$ cat config.mk
export PLATFORM = sky130hd
export DESIGN_NAME = agbl_front
export DESIGN_NICKNAME = d
export VERILOG_FILES = /design/src/hdl/anagram_group_by_letter_counts_defines.svh /design/src/hdl/agbl_pkg.sv /design/src/hdl/agbl_front.sv
export SDC_FILE = /design/constraint.sdc
export NUM_CORES = 1
export LEC_CHECK = 0
export BUFFER_PORTS_ARGS = -buffer_cell sky130_fd_sc_hd__buf_2
export CAP_MARGIN = 20
export CORE_ASPECT_RATIO = 1.4
export CORE_MARGIN = 1.5
export CORE_UTILIZATION = 58
export CTS_BUF_LIST = sky130_fd_sc_hd__clkbuf_8
export CTS_CLUSTER_DIAMETER = 200
export CTS_CLUSTER_SIZE = 12
export DETAILED_ROUTE_END_ITERATION = 7
export HOLD_SLACK_MARGIN = 0.15
export PLACE_DENSITY = 0.94
export SLEW_MARGIN = 10
export SYNTH_ARGS = -nofsm -noshare
export SYNTH_HDL_FRONTEND = slang
export SYNTH_SLANG_ARGS = --single-unit
$ cat constraint.sdc
create_clock -name i_clk -period 3.8 [get_ports i_clk]
set_input_delay 0.38 -clock i_clk [delete_from_list [all_inputs] [get_ports i_clk]]
set_output_delay 0.38 -clock i_clk [all_outputs]
set_load 0.03 [all_outputs]
$ cat src/hdl/anagram_group_by_letter_counts_defines.svh
// Assertion macros shared by the anagram grouping block.
`ifndef ANAGRAM_GROUP_BY_LETTER_COUNTS_DEFINES_SVH
`define ANAGRAM_GROUP_BY_LETTER_COUNTS_DEFINES_SVH

`ifndef SYNTHESIS
`define AGBL_ASSERT_IMPLIES(label, clk, rst_n, ante, cons) \
    label: assert property (@(posedge clk) disable iff (!rst_n) (ante) |-> (cons)) \
        else $error("assertion failed");
`define AGBL_ASSERT_NEXT(label, clk, rst_n, ante, cons) \
    label: assert property (@(posedge clk) disable iff (!rst_n) (ante) |=> (cons)) \
        else $error("assertion failed");
`else
`define AGBL_ASSERT_IMPLIES(label, clk, rst_n, ante, cons)
`define AGBL_ASSERT_NEXT(label, clk, rst_n, ante, cons)
`endif

`endif

$ cat src/hdl/agbl_pkg.sv
// Types and constants of the anagram grouping block.
package agbl_pkg;

    localparam int LETTER_W    = 5;
    localparam int GROUP_ID_W  = 6;
    localparam int COUNT_W     = 6;
    localparam int QUEUE_DEPTH = 2;
    localparam logic [COUNT_W-1:0] COUNT_MAX = 6'd63;

    typedef enum logic [1:0] {
        ST_GROUPED  = 2'd0,
        ST_FULL     = 2'd1,
        ST_TOO_LONG = 2'd2
    } t_status;

    typedef enum logic {
        S_IDLE,
        S_SEARCH
    } t_state;

    typedef struct packed {
        logic [LETTER_W-1:0] letter;
        logic                end_of_word;
        logic                new_list;
    } t_in;

    typedef struct packed {
        logic [GROUP_ID_W-1:0] group_id;
        logic                  new_group;
        t_status               status;
    } t_out;

    typedef struct packed {
        logic clear;
        logic word;
        logic overlong;
    } t_cmd;

endpackage

$ cat src/hdl/agbl_front.sv
// Front end: builds the letter-count signature of the current word.
module agbl_front #(
    parameter int ALPHABET_SIZE = 26,
    parameter int MAX_WORD_LEN  = 63
) (
    input  logic                                       i_clk,
    input  logic                                       i_rst_n,
    input  logic                                       i_take,
    input  agbl_pkg::t_in                              i_in,
    output logic                                       o_push,
    output agbl_pkg::t_cmd                             o_cmd,
    output logic [ALPHABET_SIZE*agbl_pkg::COUNT_W-1:0] o_sig
);

    localparam int CW   = agbl_pkg::COUNT_W;
    localparam int LENW = $clog2(MAX_WORD_LEN + 1);

    logic [CW-1:0]   r_counts [ALPHABET_SIZE];
    logic [CW-1:0]   n_counts [ALPHABET_SIZE];
    logic [LENW-1:0] r_len;
    logic            r_over;
    logic            in_range;
    logic            take_letter;
    logic            hit_sat;
    logic            too_long;
    logic            inc;
    logic            n_over;

    always_comb begin
        in_range    = 7'(i_in.letter) < 7'(ALPHABET_SIZE);
        take_letter = in_range && !r_over;
        hit_sat     = 1'b0;
        for (int i = 0; i < ALPHABET_SIZE; i++) begin
            if ((7'(i_in.letter) == 7'(i)) && (r_counts[i] == agbl_pkg::COUNT_MAX)) begin
                hit_sat = 1'b1;
            end
        end
        too_long = take_letter && ((r_len >= LENW'(MAX_WORD_LEN)) || hit_sat);
        inc      = take_letter && !too_long;
        n_over   = r_over || too_long;
        for (int i = 0; i < ALPHABET_SIZE; i++) begin
            n_counts[i] = r_counts[i]
                        + CW'(inc && (7'(i_in.letter) == 7'(i)));
            o_sig[i*CW +: CW] = n_counts[i];
        end
        o_push         = i_take && (i_in.end_of_word || i_in.new_list);
        o_cmd.clear    = i_in.new_list;
        o_cmd.word     = i_in.end_of_word;
        o_cmd.overlong = n_over;
    end

    always_ff @(posedge i_clk) begin
        if (!i_rst_n) begin
            for (int i = 0; i < ALPHABET_SIZE; i++) begin
                r_counts[i] <= '0;
            end
            r_len  <= '0;
            r_over <= 1'b0;
        end else if (i_take) begin
            if (i_in.end_of_word) begin
                for (int i = 0; i < ALPHABET_SIZE; i++) begin
                    r_counts[i] <= '0;
                end
                r_len  <= '0;
                r_over <= 1'b0;
            end else begin
                for (int i = 0; i < ALPHABET_SIZE; i++) begin
                    r_counts[i] <= n_counts[i];
                end
                r_len  <= r_len + LENW'(inc);
                r_over <= n_over;
            end
        end
    end

endmodule

==> results.sh <==
export IMPL_clk_pin_slew_ns=0.10
export IMPL_postLayoutCoreUtil_pct=88.5
export IMPL_intPower_mw=3.03
export IMPL_p_switching_mw=1.51
export IMPL_max_freq_mhz=220
export IMPL_power_per_cell_area_nw_per_um2=332
export IMPL_num_rows=54
export IMPL_detailroute_wirelength_met2_um=18300
export IMPL_drt_met1_wl_um=11600
export IMPL_chipWidth_um=109
export IMPL_crit_path_start="r_counts[0][90]"
export IMPL_timing_critical_path_from_type="flip-flop"
export IMPL_swShare_pct=33.4
export IMPL_detailroute_via_count=8877
export IMPL_setup_worst_path_class="reg -> out"
export IMPL_clock_skew_final_ns=0.0255
export IMPL_setup_violations=159
export IMPL_relSlewSlack_pct=23.2
export IMPL_first_pass_iters=7
export IMPL_finalPower_mw=4.54
export IMPL_drt_vias_per_instance=6.97
export IMPL_mean_cell_area_of_the_mapped_netlist_um2=11.4
export IMPL_initial_utilization_pct=59.0
export IMPL_port_buffers=169
export IMPL_synth_seq_area_share_pct=52.2
export IMPL_ys_warns=0
export IMPL_timing_hold_ws_ns=0.328
export IMPL_syn_nets=868
export IMPL_initialDrtViolationCount=1226
export IMPL_maxSlewViolCount=0
export IMPL_tightest_slew_ns=1.14
export IMPL_post_synth_top_area_fraction_pct=49.3
export IMPL_synth_top_family_by_area="simple AND/OR/NAND/NOR gates"
export IMPL_die_area_um2=16500
export IMPL_cts_hold_buffers_added=0
export IMPL_max_clock_path_buffers=2
export IMPL_synthDominantAreaCellType="sky130_fd_sc_hd__edfxtp_1"
export IMPL_cts_htree_levels=4
export IMPL_yosys_area_share_adder_pct=7.40
export IMPL_clkPwrFrac_pct=29.1
export IMPL_number_of_flops_mapped_to_enable_cells_by_yosys=150
export IMPL_timing_critical_path_required_ns=3.42
export IMPL_synth_ff_latch_count=163
export IMPL_worst_r2r_startpoint="r_counts[0][90]"
export IMPL_synth_xor_xnor_area_share_pct=10.3
export IMPL_setup_repair_after_global_routing_missed_its_margin="yes"
export IMPL_ys_flop_type="sky130_fd_sc_hd__edfxtp_1"
export IMPL_routabilityCongestion=0.881
export IMPL_sequentialPowerShare_pct=49.4
export IMPL_synth_top_cells_by_count="sky130_fd_sc_hd__edfxtp_1, sky130_fd_sc_hd__and3_1, sky130_fd_sc_hd__and2_1, sky130_fd_sc_hd__nand2_1, sky130_fd_sc_hd__nand3_1"
export IMPL_leakage_power_nw=5.71
export IMPL_vertical_die_dimension_um=151
export IMPL_postSynth_asyncResetShare_pct=0
export IMPL_synthDistinctLibCells=43
export IMPL_final_min_period_over_clock_period_pct=120
export IMPL_num_nets_final=1126
export IMPL_comb_power_share_pct=21.5
export IMPL_proportion_of_layout_cells_with_a_drive_suffix_above_1_pct=50.7
export IMPL_antenna_violations_before_repair=4
export IMPL_worstSkewPairLatency_ns=0.48
export IMPL_yosys_area_share_simple_pct=25.4
export IMPL_max_cap_viol_count=0
export IMPL_holdCritStartpoint="i_rst_n"
export IMPL_cts_root_buffer_cell="sky130_fd_sc_hd__clkbuf_8"
export IMPL_grt_start_max_net_pins=81
export IMPL_first_pass_grt_wire_length_um=38500
export IMPL_hpwlAfterDp_um=15900
export IMPL_ioPinCount=170
export IMPL_critical_path_at_ns=4.17
export IMPL_ir_drop_mv=0.229
export IMPL_endpoint_kind="output pin"
export IMPL_hold_violation_total_from_the_final_report=0
export IMPL_fin_ws_ns=-0.750
export IMPL_via_count_of_the_first_global_routing_pass=7299
export IMPL_yosys_top_cells_area="sky130_fd_sc_hd__edfxtp_1, sky130_fd_sc_hd__ha_1, sky130_fd_sc_hd__and3_1"
export IMPL_gr_total_overflow=0
export IMPL_ant_nets=0
export IMPL_met3RoutedLength_um=4090
export IMPL_detail_route_drc_violations=0
export IMPL_crit_fanout=6
export IMPL_cts_tree="yes"
export IMPL_cts_sink_count=163
export IMPL_run_status="finished with violations"
export IMPL_synth_most_common_cell="sky130_fd_sc_hd__edfxtp_1"
export IMPL_min_period_ns=4.55
export IMPL_cts_inserted_buffers=17
export IMPL_post_drt_wl_per_cell_um=29.7
export IMPL_maxUsedRoutingLayer="met5"
export IMPL_syn_inst=804
export IMPL_hp_class="in -> reg"
export IMPL_design_core_area_um2=15500
export IMPL_wirelength_um=37800
export IMPL_layout_area_overhead_vs_synth_pct=49.9
export IMPL_synth_compound_gate_area_share_pct=2.19
export IMPL_violations="setup timing"
export IMPL_netlist_area_um2=9130
export IMPL_grt_total_usage_pct=31.0
export IMPL_synthMuxAreaShare_pct=0
worst max-delay path, cell delays in order (launching register included):
cell                       delay (ns)
sky130_fd_sc_hd__edfxtp_1        0.47
sky130_fd_sc_hd__nand2_1         0.27
sky130_fd_sc_hd__or4_4           0.19
sky130_fd_sc_hd__a211oi_2        0.06
sky130_fd_sc_hd__or4_4           0.52
sky130_fd_sc_hd__or4_4           0.53
sky130_fd_sc_hd__buf_12          0.19
sky130_fd_sc_hd__buf_6           0.12
sky130_fd_sc_hd__nor4_4          0.17
sky130_fd_sc_hd__ha_2            0.29
sky130_fd_sc_hd__buf_6           0.12
sky130_fd_sc_hd__nand2_2         0.06
sky130_fd_sc_hd__nor2_2          0.16
sky130_fd_sc_hd__xor2_1          0.31
sky130_fd_sc_hd__buf_4           0.23
placed cells by master, fill, tap and decap left out, drive strengths merged, types with 2 or more instances in the layout:
| master | count |
|---|---|
| a21oi | 6 |
| nand2 | 72 |
| nor4 | 38 |
| or2 | 3 |
| clkbuf | 19 |
| nor3 | 6 |
| and2 | 77 |
| clkinv | 9 |
| dfxtp | 13 |
| a211oi | 2 |
| o41ai | 2 |
| nand2b | 6 |
| or4 | 9 |
| buf | 276 |
| xnor2 | 52 |
| xor2 | 55 |
| or3 | 2 |
| a31oi | 3 |
| nand3 | 61 |
| nand4 | 5 |
| ha | 54 |
| inv | 8 |
| diode | 3 |
| and3 | 77 |
| a22o | 4 |
| o21ai | 8 |
| nor2b | 7 |
| edfxtp | 150 |
| bufinv | 2 |
| nor2 | 38 |
| o211ai | 2 |
| clkinvlp | 2 |
cell type report:
| cell class | count | area, um^2 |
|---|---|---|
| flip-flops and latches | 163 | 4770 |
| fillers | 521 | 1790 |
| clock buffers | 17 | 234 |
| well taps | 196 | 245 |
| diodes | 3 | 7.51 |
| clock inverters | 14 | 141 |
| repair buffers | 278 | 2250 |
| multi-input cells | 595 | 6010 |
| inverters | 7 | 27.5 |
worst paths after layout:
kind                endpoint  slack (ns)  cells after the start
max               o_sig[113]       -0.75                     14
min                 r_len[5]        0.33                      3
max reg2reg  r_counts[1][17]       -0.08                     15
min reg2reg         r_len[5]        0.54                      2
repair_timing:
item / 4_1_cts / 5_1_grt
cloned: 0 / 1
pin swaps: 29 / 78
setup endpoints to repair: 130 / 119
gates resized for setup: 178 / 324
buffers inserted: 18 / 56
stage by stage:
step	std cells	instance area, um^2	TNS, ns	worst slack, ns
after floorplan	804	9130	0	0.130
after global placement	1164	10300	-0.132	-0.0484
after detailed placement	1164	10300	-1.63	-0.147
after CTS	1213	11500	-4.36	-0.139
after global routing	1271	13700	-81.84	-1.06
final	1273	13700	-50.89	-0.750
flip-flops by register name (all words and copies together) (netlist names):
| register | count |
|---|---|
| r_over | 1 |
| r_counts | 156 |
| r_len | 6 |
per-layer routing:
metal,track usage (%),vias up
met1,36.8,4226
li1,-,3418
met5,0,-
met3,5.95,340
met4,15.5,2
met2,53.2,891
cells by family after synthesis:
kind of cell / count (synthesis)
AOI/OAI and AO/OA: 30
xor gates and xnor gates: 107
adders and majority gates: 54
buffers and inverters: 46
DFF: 163
and+or+nand+nor: 404
power groups by stage:
stage | sequential [mW] | clock (mW) | combinational [mW]
3_5_place_dp | 2.21 | 0 | 0.667
4_1_cts | 2.18 | 1.25 | 0.746
2_1_floorplan | 2.19 | 0 | 0.477
3_3_place_gp | 2.20 | 0 | 0.656
5_1_grt | 2.25 | 1.37 | 1.00
6_report | 2.24 | 1.32 | 0.976
Power figures use the tool's default switching activity.
