File: src/hdl/anagram_group_by_letter_counts_defines.svh
// Assertion macros shared by the anagram grouping block.
`ifndef ANAGRAM_GROUP_BY_LETTER_COUNTS_DEFINES_SVH
`define ANAGRAM_GROUP_BY_LETTER_COUNTS_DEFINES_SVH

`ifndef SYNTHESIS
`define AGBL_ASSERT_IMPLIES(label, clk, rst_n, ante, cons) \
    label: assert property (@(posedge clk) disable iff (!rst_n) (ante) |-> (cons)) \
        else $error("assertion failed");
`define AGBL_ASSERT_NEXT(label, clk, rst_n, ante, cons) \
    label: assert property (@(posedge clk) disable iff (!rst_n) (ante) |=> (cons)) \
        else $error("assertion failed");
`else
`define AGBL_ASSERT_IMPLIES(label, clk, rst_n, ante, cons)
`define AGBL_ASSERT_NEXT(label, clk, rst_n, ante, cons)
`endif

`endif

File: src/hdl/agbl_pkg.sv
// Types and constants of the anagram grouping block.
package agbl_pkg;

    localparam int LETTER_W    = 5;
    localparam int GROUP_ID_W  = 6;
    localparam int COUNT_W     = 6;
    localparam int QUEUE_DEPTH = 2;
    localparam logic [COUNT_W-1:0] COUNT_MAX = 6'd63;

    typedef enum logic [1:0] {
        ST_GROUPED  = 2'd0,
        ST_FULL     = 2'd1,
        ST_TOO_LONG = 2'd2
    } t_status;

    typedef enum logic {
        S_IDLE,
        S_SEARCH
    } t_state;

    typedef struct packed {
        logic [LETTER_W-1:0] letter;
        logic                end_of_word;
        logic                new_list;
    } t_in;

    typedef struct packed {
        logic [GROUP_ID_W-1:0] group_id;
        logic                  new_group;
        t_status               status;
    } t_out;

    typedef struct packed {
        logic clear;
        logic word;
        logic overlong;
    } t_cmd;

endpackage

File: src/hdl/agbl_queue.sv
// Short queue of finished words and list clears between front and back end.
module agbl_queue #(
    parameter int W = 159
) (
    input  logic         i_clk,
    input  logic         i_rst_n,
    input  logic         i_push,
    input  logic [W-1:0] i_data,
    input  logic         i_pop,
    output logic [W-1:0] o_data,
    output logic         o_valid,
    output logic         o_full
);

    localparam int DEPTH = agbl_pkg::QUEUE_DEPTH;
    localparam int PW    = $clog2(DEPTH);
    localparam int CNTW  = $clog2(DEPTH + 1);

    logic [W-1:0]    r_data [DEPTH];
    logic [PW-1:0]   r_wp;
    logic [PW-1:0]   r_rp;
    logic [CNTW-1:0] r_cnt;

    assign o_data  = r_data[r_rp];
    assign o_valid = r_cnt != '0;
    assign o_full  = r_cnt == CNTW'(DEPTH);

    always_ff @(posedge i_clk) begin
        if (!i_rst_n) begin
            r_wp  <= '0;
            r_rp  <= '0;
            r_cnt <= '0;
        end else begin
            if (i_push) begin
                r_wp <= (r_wp == PW'(DEPTH - 1)) ? '0 : r_wp + 1'b1;
            end
            if (i_pop) begin
                r_rp <= (r_rp == PW'(DEPTH - 1)) ? '0 : r_rp + 1'b1;
            end
            r_cnt <= r_cnt + CNTW'(i_push) - CNTW'(i_pop);
        end
    end

    always_ff @(posedge i_clk) begin
        if (i_push) begin
            r_data[r_wp] <= i_data;
        end
    end

endmodule

File: config.mk
export PLATFORM = sky130hd
export DESIGN_NAME = agbl_queue
export DESIGN_NICKNAME = d
export VERILOG_FILES = /design/src/hdl/anagram_group_by_letter_counts_defines.svh /design/src/hdl/agbl_pkg.sv /design/src/hdl/agbl_queue.sv
export SDC_FILE = /design/constraint.sdc
export NUM_CORES = 1
export LEC_CHECK = 0
export BUFFER_PORTS_ARGS = -buffer_cell sky130_fd_sc_hd__buf_4
export CAP_MARGIN = 15
export CORE_MARGIN = 2
export CORE_UTILIZATION = 56
export CTS_CLUSTER_DIAMETER = 200
export DETAILED_ROUTE_END_ITERATION = 8
export PLACE_DENSITY = 0.88
export SETUP_SLACK_MARGIN = 0.05
export SYNTH_ARGS = -nofsm -noshare
export SYNTH_HDL_FRONTEND = slang
export SYNTH_SLANG_ARGS = --single-unit
File: constraint.sdc
create_clock -name i_clk -period 24 [get_ports i_clk]
set_clock_uncertainty 0.15 [all_clocks]
set_input_delay 7.2 -clock i_clk [delete_from_list [all_inputs] [get_ports i_clk]]
set_output_delay 7.2 -clock i_clk [all_outputs]
set_load 0.1 [all_outputs]
==> results of run 1 <==
==> cell families (layout without fill, tap and decap cells) <==
| group | count (synthesis) | count (layout) | share of synthesized area [%] |
|---|---|---|---|
| flops | 323 | 323 | 79.6 |
| mux | 159 | 159 | 17.9 |
| buf+inv | 20 | 386 | 1.53 |
| simple gates | 9 | 9 | 0.464 |
| fa+ha+maj | 2 | 2 | 0.206 |
| xor+xnor | 2 | 2 | 0.258 |
| compound gates | 1 | 1 | 0.0619 |
==> power by group through the flow <==
stage / logic [mW] / registers, mW / clock network [mW]
final: 0.358 / 0.665 / 0.446
after global routing: 0.368 / 0.667 / 0.475
after floorplan: 0.288 / 0.675 / 0
after global placement: 0.355 / 0.675 / 0
after detailed placement: 0.358 / 0.677 / 0
after CTS: 0.359 / 0.666 / 0.454
==> state kept, by name, summed over array words and instances (netlist names), named ones only <==
register  count
r_data      318
r_wp          1
r_rp          1
r_cnt         2
==> metrics by stage <==
| stage | instance area, µm² | hold slack (ps) |
|---|---|---|
| floorplan | 12100 | 405 |
| global placement | 14800 | 410 |
| detailed placement | 14800 | 415 |
| CTS | 15700 | 435 |
| global route | 15700 | 474 |
| finish | 15700 | 436 |
==> metal layers <==
layer | track usage [%] | wire length, µm
met3 | 5.84 | 2230
met5 | 0 | 0
met1 | 23.6 | 8720
met4 | 7.10 | 732
met2 | 35.3 | 12400
==> how the worst min path moves through the flow <==
stage	startpoint	to	depth (start not counted)
global route	r_rp	register	2
finish	r_rp	register	2
detailed placement	r_rp	register	2
global placement	r_rp	register	2
CTS	r_rp	register	2
floorplan	r_rp	register	2
==> worst max-delay path, cell delays in order (launching register included) <==
cell and delay [ps]:
dfxtp_4 860, buf_4 820, mux2_2 430, buf_4 240
==> placed cells by master (no fill, tap or decap), types with 2 or more instances in the layout <==
cell type and instances:
buf_4 328, edfxtp_1 318, mux2_4 101, mux2_2 58, clkbuf_16 31, clkinv_1 10, clkbuf_1 8, dfxtp_1 4
nor2b_1 3, and2_1 3, clkinv_2 3, inv_1 2, ha_1 2, bufinv_16 2, clkinvlp_4 2
==> final cells by class <==
| cell class | count | area [µm²] | share of cell area, % |
|---|---|---|---|
| sequential | 323 | 9650 | 61.5 |
| timing repair buffer | 328 | 2460 | 15.7 |
| multi-input combinational | 173 | 2300 | 14.6 |
| clock buffer | 39 | 806 | 5.13 |
| tap | 275 | 344 | 2.19 |
| inverter | 2 | 7.51 | 0.0478 |
| clock inverter | 17 | 128 | 0.813 |
==> impl_metrics.csv, run 1 <==
group,metric,value,unit
synth,yosysSeqAreaShare,79.6,%
layout,nFillCells,1138,
place,dp_hpwl,16200,µm
layout,drive_above_1_share,60.0,%
detailed_routing,ant_nets,0,
synth,synth_cell_types,14,
pwr,power_per_cell_area,93.5,nW/µm²
synth,async_reset_ff_share,0,%
detailed_routing,wl_per_cell,20.8,µm
pwr,power,1.47,mW
synth,synth_top_area_share,78.8,%
floorplanning,initial_core_util,57.3,%
setup_path,cp.arrival,2980,ps
synth,ys_ff_latch,323,
synth,synthFlopType,"edfxtp_1",
timing,setup_ws,13670,ps
place,portBuffers,323,
clocking,h-tree-depth,1,
setup_path,crit_path_end_kind,"output port",
timing,slew_headroom,27.1,%
detailed_routing,wirelength,24100,µm
setup_path,endpoint,"o_data[146]",
global_route,grt.total_usage,20.0,%
setup_path,crit_required,16650,ps
layout,nNetsFinal,1024,
global_route,grt_antenna_before_repair,0,
pwr,sw_frac_of_total,31.6,%
detailed_routing,viasPerCell,5.21,
setup_path,ff2ff_path_depth,2,
timing,max_freq,96.8,MHz
floorplanning,fp.dieH,151,µm
detailed_routing,drc_errors,0,
floorplanning,rows,53,
clocking,cts-resized-gates,0,
clocking,post-cts-setup-buffers,0,
clocking,root_buffer,"clkbuf_16",
timing,rsz0062_at_grt,"false",
clocking,clk_pin_slew,60,ps
global_route,grt_pass1_vias,6249,
pwr,p_seq_share,45.3,%
place,dp.cells,1101,
timing,tns,0,ps
floorplanning,fp.coreArea,21200,µm²
synth,synth_enable_flop_cells,318,
timing,finalWorstPathRequiredPeriod,10330,ps
worst_hold_path,hp-class,"reg -> reg",
global_route,grt_pass1_wl,34000,µm
timing,min_period_over_period,43.0,%
setup_path,reg2reg_to,"r_data[1][5]",
floorplanning,boundaryPins,324,
pwr,intPower,1.00,mW
clocking,clock_sinks,323,
floorplanning,die-area,22800,µm²
detailed_routing,drtIter0Drc,291,
setup_path,rrSetupSlack,21080,ps
clocking,cts_hold_buf,0,
synth,yosysMostFrequentCell,"edfxtp_1",
pwr,clkPwrFrac,30.3,%
synth,yosys-top-cells-area,"edfxtp_1 (79%), mux2_4 (13%), mux2_2 (5.4%)",
layout,stdcell_count,1157,
timing,worst_pin_slew,1090,ps
outcome,status,"finished clean",
clocking,numCtsBuffers,31,
pwr,switching_power,464,µW
detailed_routing,drt-pass1-iter-count,4,
clocking,cts_tree,"yes",
clocking,cts-root-to-sink-buffers,3,
synth,syn_avg_cell_area,23.5,µm²
pwr,vdd_ir_drop_max,0.0875,mV
run,drv_cap,0,
synth,synth_commonest_cells,"edfxtp_1 (318), mux2_4 (101), mux2_2 (58)",
timing,setup_violations,0,
setup_path,start_kind,"register",
global_route,grt_start_max_net_pins,82,
pwr,power_frac_comb,24.4,%
timing,slew_viol_final,0,
floorplanning,fp.dieW,151,µm
setup_path,path_class,"reg -> out",
setup_path,worstPathMaxFanout,55,
place,pre_cts_ws,14180,ps
synth,yosys.area.top_type,"edfxtp_1",
synth,syn-cell-area,12100,µm²
clocking,clk_latency,540,ps
synth,syn_nets,681,
setup_path,rr_startpoint,"r_wp",
synth,synth_cells,516,
detailed_routing,vias,6023,
pwr,cellLeakagePower,6.10,nW
global_route,grt_overflow,0,
synth,yosysWarningCount,0,
layout,postLayoutCoreUtil,74.2,%
place,gp_congestion,0.778,
layout,diodes,0,
layout,syn2layout_area_growth,29.5,%
timing,hold_viol,0,
Power figures use the tool's default switching activity.
==> run 2: changes to the inputs <==
--- a/config.mk
+++ b/config.mk
@@ -8,10 +8,10 @@
 export BUFFER_PORTS_ARGS = -buffer_cell sky130_fd_sc_hd__buf_4
 export CAP_MARGIN = 15
 export CORE_MARGIN = 2
-export CORE_UTILIZATION = 56
+export CORE_UTILIZATION = 47
 export CTS_CLUSTER_DIAMETER = 200
 export DETAILED_ROUTE_END_ITERATION = 8
-export PLACE_DENSITY = 0.88
+export PLACE_DENSITY = 0.79
 export SETUP_SLACK_MARGIN = 0.05
 export SYNTH_ARGS = -nofsm -noshare
 export SYNTH_HDL_FRONTEND = slang
==> constraint.sdc (replaced) <==
create_clock -name i_clk -period 9.2 [get_ports i_clk]
set_clock_uncertainty 0.15 [all_clocks]
set_input_delay 2.76 -clock i_clk [delete_from_list [all_inputs] [get_ports i_clk]]
set_output_delay 2.76 -clock i_clk [all_outputs]
set_load 0.1 [all_outputs]
==> run 2 against run 1 <==
Die area increased by 19%. Final cell count increased by 4.9%. Critical path type unchanged. Global-route usage shrank 3.7 points. Via count is 1.9% lower. Wire length fell by 2.6%. Sequential power increased to 2.6 times the previous value.
==> impl_metrics.csv, run 2 (synthesis gave the netlist of run 1 again) <==
group,metric,value,unit
outcome,status,"finished clean",
clocking,clock_sinks,323,
place,pre_cts_ws,3940,ps
place,portBuffers,323,
detailed_routing,wl_met3,1940,µm
clocking,cts_hold_buf,0,
floorplanning,rows,58,
floorplanning,fp.dieW,165,µm
setup_path,cpPeakStageDelay,710,ps
floorplanning,boundaryPins,324,
clocking,cts_tree,"yes",
global_route,grt_pass1_wl,33500,µm
timing,rsz0062_at_grt,"false",
clocking,post-cts-setup-buffers,0,
detailed_routing,met1_length,8860,µm
setup_path,crit_path_end_kind,"output port",
layout,max_flop_register,"r_data",
detailed_routing,highest-signal-layer,"met4",
layout,layout_common_cells,"buf_4 (328), edfxtp_1 (318), mux2_4 (101), mux2_2 (58), clkbuf_16 (31)",
layout,largest_reg_flops,318,
detailed_routing,viasPerCell,4.86,
detailed_routing,wl_met2,11900,µm
global_route,grt_antenna_before_repair,0,
timing,slew_headroom,30.5,%
layout,diodes,0,
clocking,cts-root-to-sink-buffers,3,
detailed_routing,vias,5906,
place,gp_congestion,0.737,
clocking,cts-resized-gates,0,
timing,min_period_over_period,60.3,%
run,drv_cap,0,
setup_path,crit_buf_inv,2,
detailed_routing,ant_nets,0,
floorplanning,initial_core_util,48.0,%
setup_path,cp_top_family,"buffers and inverters",
floorplanning,fp.coreArea,25300,µm²
detailed_routing,wirelength,23400,µm
place,dp.cells,1157,
global_route,grt.total_usage,16.3,%
setup_path,crit_required,6290,ps
timing,hold_viol,0,
timing,holdWs,438,ps
floorplanning,die-area,27100,µm²
timing,setup_ws,3650,ps
global_route,grt_pass1_vias,6091,
layout,stdcell_count,1214,
detailed_routing,wl_per_cell,19.3,µm
global_route,grt_overflow,0,
global_route,grt_start_max_net_pins,81,
timing,max_freq,180,MHz
layout,nNetsFinal,1025,
timing,tns,0,ps
detailed_routing,drtIter0Drc,341,
setup_path,path_class,"reg -> out",
timing,setup_violations,0,
pwr,cellLeakagePower,6.20,nW
clocking,clk_pin_slew,60,ps
setup_path,cpMostUsedCell,"buf_4",
pwr,vdd_ir_drop_max,0.211,mV
layout,nFillCells,1744,
detailed_routing,drt-pass1-iter-count,4,
clocking,numCtsBuffers,31,
layout,drive_above_1_share,61.4,%
setup_path,cp.arrival,2640,ps
setup_path,start_kind,"register",
timing,slew_viol_final,0,
floorplanning,fp.dieH,165,µm
setup_path,worstPathMaxFanout,42,
timing,worst_pin_slew,1040,ps
setup_path,path_cells,"buf_4, mux2_2, buf_4",
clocking,clk_latency,540,ps
clocking,root_buffer,"clkbuf_16",
worst_hold_path,hp-class,"reg -> reg",
layout,final_common_cell,"buf_4",
clocking,h-tree-depth,1,
setup_path,slowest_stage,"dfxtp_4",
layout,reg_top3,"r_data: 318 flops, r_cnt: 2 flops",
detailed_routing,drc_errors,0,
pwr,power_per_cell_area,250,nW/µm²
timing,finalWorstPathRequiredPeriod,5550,ps
place,dp_hpwl,15700,µm
layout,syn2layout_area_growth,31.5,%
[run 2: cell count changes in the layout (fill, tap and decap cells not counted)]
cell and change:
clkinv_1 -10, clkbuf_1 -2, clkinvlp_4 -1, bufinv_16 +4, clkinv_2 +6, buf_12 +1
clkbuf_8 +4
[run 2: final cells by class]
| type | instances | area (µm²) | area share (%) |
|---|---|---|---|
| clock inverter | 16 | 233 | 1.46 |
| clock buffer | 41 | 853 | 5.35 |
| timing repair buffer | 329 | 2480 | 15.6 |
| sequential | 323 | 9650 | 60.6 |
| multi-input combinational | 173 | 2300 | 14.4 |
| inverter | 2 | 7.51 | 0.0471 |
| tap | 330 | 413 | 2.59 |
[run 2: where the power goes]
part / total (mW) / switching [mW] / internal [mW]
Clock: 1.32 / 0.500 / 0.817
Combinational: 0.934 / 0.688 / 0.246
Sequential: 1.73 / 0.0261 / 1.70
[run 2: layer usage]
layer	GRT usage, %	vias to the layer above
met4	5.73	0
met2	28.7	255
li1	-	2731
met5	0	-
met3	4.24	46
met1	19.5	2874
[run 2: worst paths after layout]
kind	startpoint	to	slack, ps	cells after the start
worst max register to register	r_wp	r_data[0][125]	6480	2
worst max-delay path	register	o_data[147]	3650	3
worst min register to register	r_rp	r_rp	440	2
worst min-delay path	r_rp	r_rp	440	2
[run 2: per-stage QoR]
step | total power, mW | utilization, % | area, µm²
finish | 3.98 | 63.1 | 15900
global route | 4.11 | 63.1 | 15900
CTS | 4.02 | 63.1 | 15900
detailed placement | 2.70 | 58.8 | 14900
global placement | 2.69 | 58.8 | 14900
floorplan | 2.51 | - | 12100
[run 2: worst min-delay path, delay by kind of cell, from the launching register on]
family | cells | cell delay [ps]
flops | 1 | 330
simple gates | 1 | 140
xor+xnor | 1 | 70
==> run 3: changes to the inputs <==
==> constraint.sdc (replaced) <==
create_clock -name i_clk -period 4.8 [get_ports i_clk]
set_clock_uncertainty 0.15 [all_clocks]
set_input_delay 1.44 -clock i_clk [delete_from_list [all_inputs] [get_ports i_clk]]
set_output_delay 1.44 -clock i_clk [all_outputs]
set_load 0.1 [all_outputs]
==> run 3 against run 2 <==
Power up 95%. Worst hold slack worse by 16 ps. Wire length fell by 0.12%. Sequential share of layout area is 0.87 points lower. Clock power up 100%. Critical path depth did not move. Setup slack worse by 2700 ps. Cell area grew 1.5%. Register-to-register slack worse by 3700 ps. Via count is 2.5% higher. Utilization rose by 0.92 points. Critical path type unchanged. Critical endpoint is now o_data[144].
==> impl_metrics.csv, run 3 (synthesis gave the netlist of run 1 again) <==
group,metric,value,unit
global_route,grt_overflow,0,
timing,slew_viol_final,0,
global_route,grt.total_usage,16.6,%
timing,tns,0,ps
pwr,vdd_ir_drop_max,0.349,mV
layout,max_flop_register,"r_data",
layout,diodes,0,
clocking,root_buffer,"clkbuf_16",
floorplanning,die-area,27100,µm²
setup_path,worstPathMaxFanout,45,
floorplanning,boundaryPins,324,
detailed_routing,drtIter0Drc,369,
pwr,cellLeakagePower,6.31,nW
pwr,power_per_cell_area,481,nW/µm²
detailed_routing,wirelength,23400,µm
floorplanning,fp.dieH,165,µm
run,drv_cap,0,
worst_hold_path,hp-class,"reg -> reg",
clocking,clock_sinks,323,
timing,rsz0062_at_grt,"false",
global_route,grt_pass1_vias,6365,
place,gp_congestion,0.761,
clocking,clk_latency,490,ps
floorplanning,initial_core_util,48.0,%
setup_path,crit_required,3210,ps
layout,postLayoutCoreUtil,64.0,%
layout,final_common_cell,"buf_4",
timing,finalWorstPathRequiredPeriod,3900,ps
floorplanning,fp.dieW,165,µm
layout,largest_reg_flops,318,
setup_path,cp.arrival,2310,ps
clocking,clk_pin_slew,50,ps
floorplanning,rows,58,
detailed_routing,ant_nets,0,
clocking,cts_hold_buf,0,
place,dp_hpwl,16000,µm
clocking,cts-resized-gates,0,
clocking,post-cts-setup-buffers,0,
clocking,cts_tree,"yes",
clocking,h-tree-depth,2,
detailed_routing,viasPerCell,4.93,
place,portBuffers,323,
timing,slew_headroom,37.1,%
timing,hold_viol,0,
timing,max_freq,256,MHz
setup_path,crit_path_end_kind,"output port",
setup_path,start_kind,"register",
layout,layout_common_cells,"buf_4 (333), edfxtp_1 (318), mux2_4 (101), mux2_2 (58), clkbuf_16 (37)",
floorplanning,fp.coreArea,25300,µm²
timing,min_period_over_period,81.3,%
layout,drive_above_1_share,61.9,%
timing,worst_pin_slew,941,ps
clocking,numCtsBuffers,34,
layout,reg_top3,"r_data: 318 flops, r_cnt: 2 flops",
timing,setup_violations,0,
outcome,status,"finished clean",
detailed_routing,vias,6051,
global_route,grt_start_max_net_pins,52,
global_route,grt_antenna_before_repair,0,
detailed_routing,drc_errors,0,
detailed_routing,wl_per_cell,19.1,µm
layout,syn2layout_area_growth,33.4,%
layout,nNetsFinal,1039,
clocking,cts-root-to-sink-buffers,3,
global_route,grt_pass1_wl,33900,µm
setup_path,path_class,"reg -> out",
detailed_routing,drt-pass1-iter-count,4,
[run 3: worst max-delay path, cell delays in order, from the launching register on]
cell and delay (ps):
dfxtp_4 810, buf_4 370, mux2_2 390, buf_4 240
[run 3: path summary, 6_finish.rpt]
kind	cells past startpoint	end	from	slack [ps]
worst max register to register	2	r_data[0][144]	r_wp	2820
worst max-delay path	3	o_data[144]	register	900
worst min-delay path	2	register	r_rp	420
worst min register to register	2	register	r_rp	420
[run 3: report_power, final]
group	leakage, nW	internal, mW	total, mW	switching, mW
clock	0.568	1.66	2.66	0.998
combinational	2.71	0.488	1.80	1.32
sequential	3.03	3.26	3.32	0.0531
[run 3: area by class of cell]
| class | count | area (µm²) |
|---|---|---|
| Timing Repair Buffer | 340 | 2640 |
| Clock inverter | 19 | 224 |
| Fill cell | 1737 | 9080 |
| Tap cell | 330 | 413 |
| Inverter | 2 | 7.51 |
| Clock buffer | 40 | 937 |
| Sequential cell | 323 | 9650 |
| Multi-Input combinational cell | 173 | 2300 |
[run 3: metal layers]
metal  part of all wire (%)  track usage (%)  routed length (µm)
met1                     38             18.7                8810
met2                     51             29.8               12000
met5                      0                0                   0
met3                    8.4             5.07                1980
met4                    2.7             5.77                 627
[run 3: through the flow]
step | std cells | instance area (µm²) | power (mW) | hold slack [ps] | worst slack, ps
after detailed placement | 1168 | 15000 | 5.19 | 412 | 1400
final | 1227 | 16200 | 7.78 | 422 | 899
after CTS | 1227 | 16200 | 7.86 | 425 | 854
after global routing | 1227 | 16200 | 8.02 | 465 | 790
after floorplan | 516 | 12100 | 4.79 | 405 | 381
after global placement | 1168 | 15000 | 5.17 | 405 | 1420
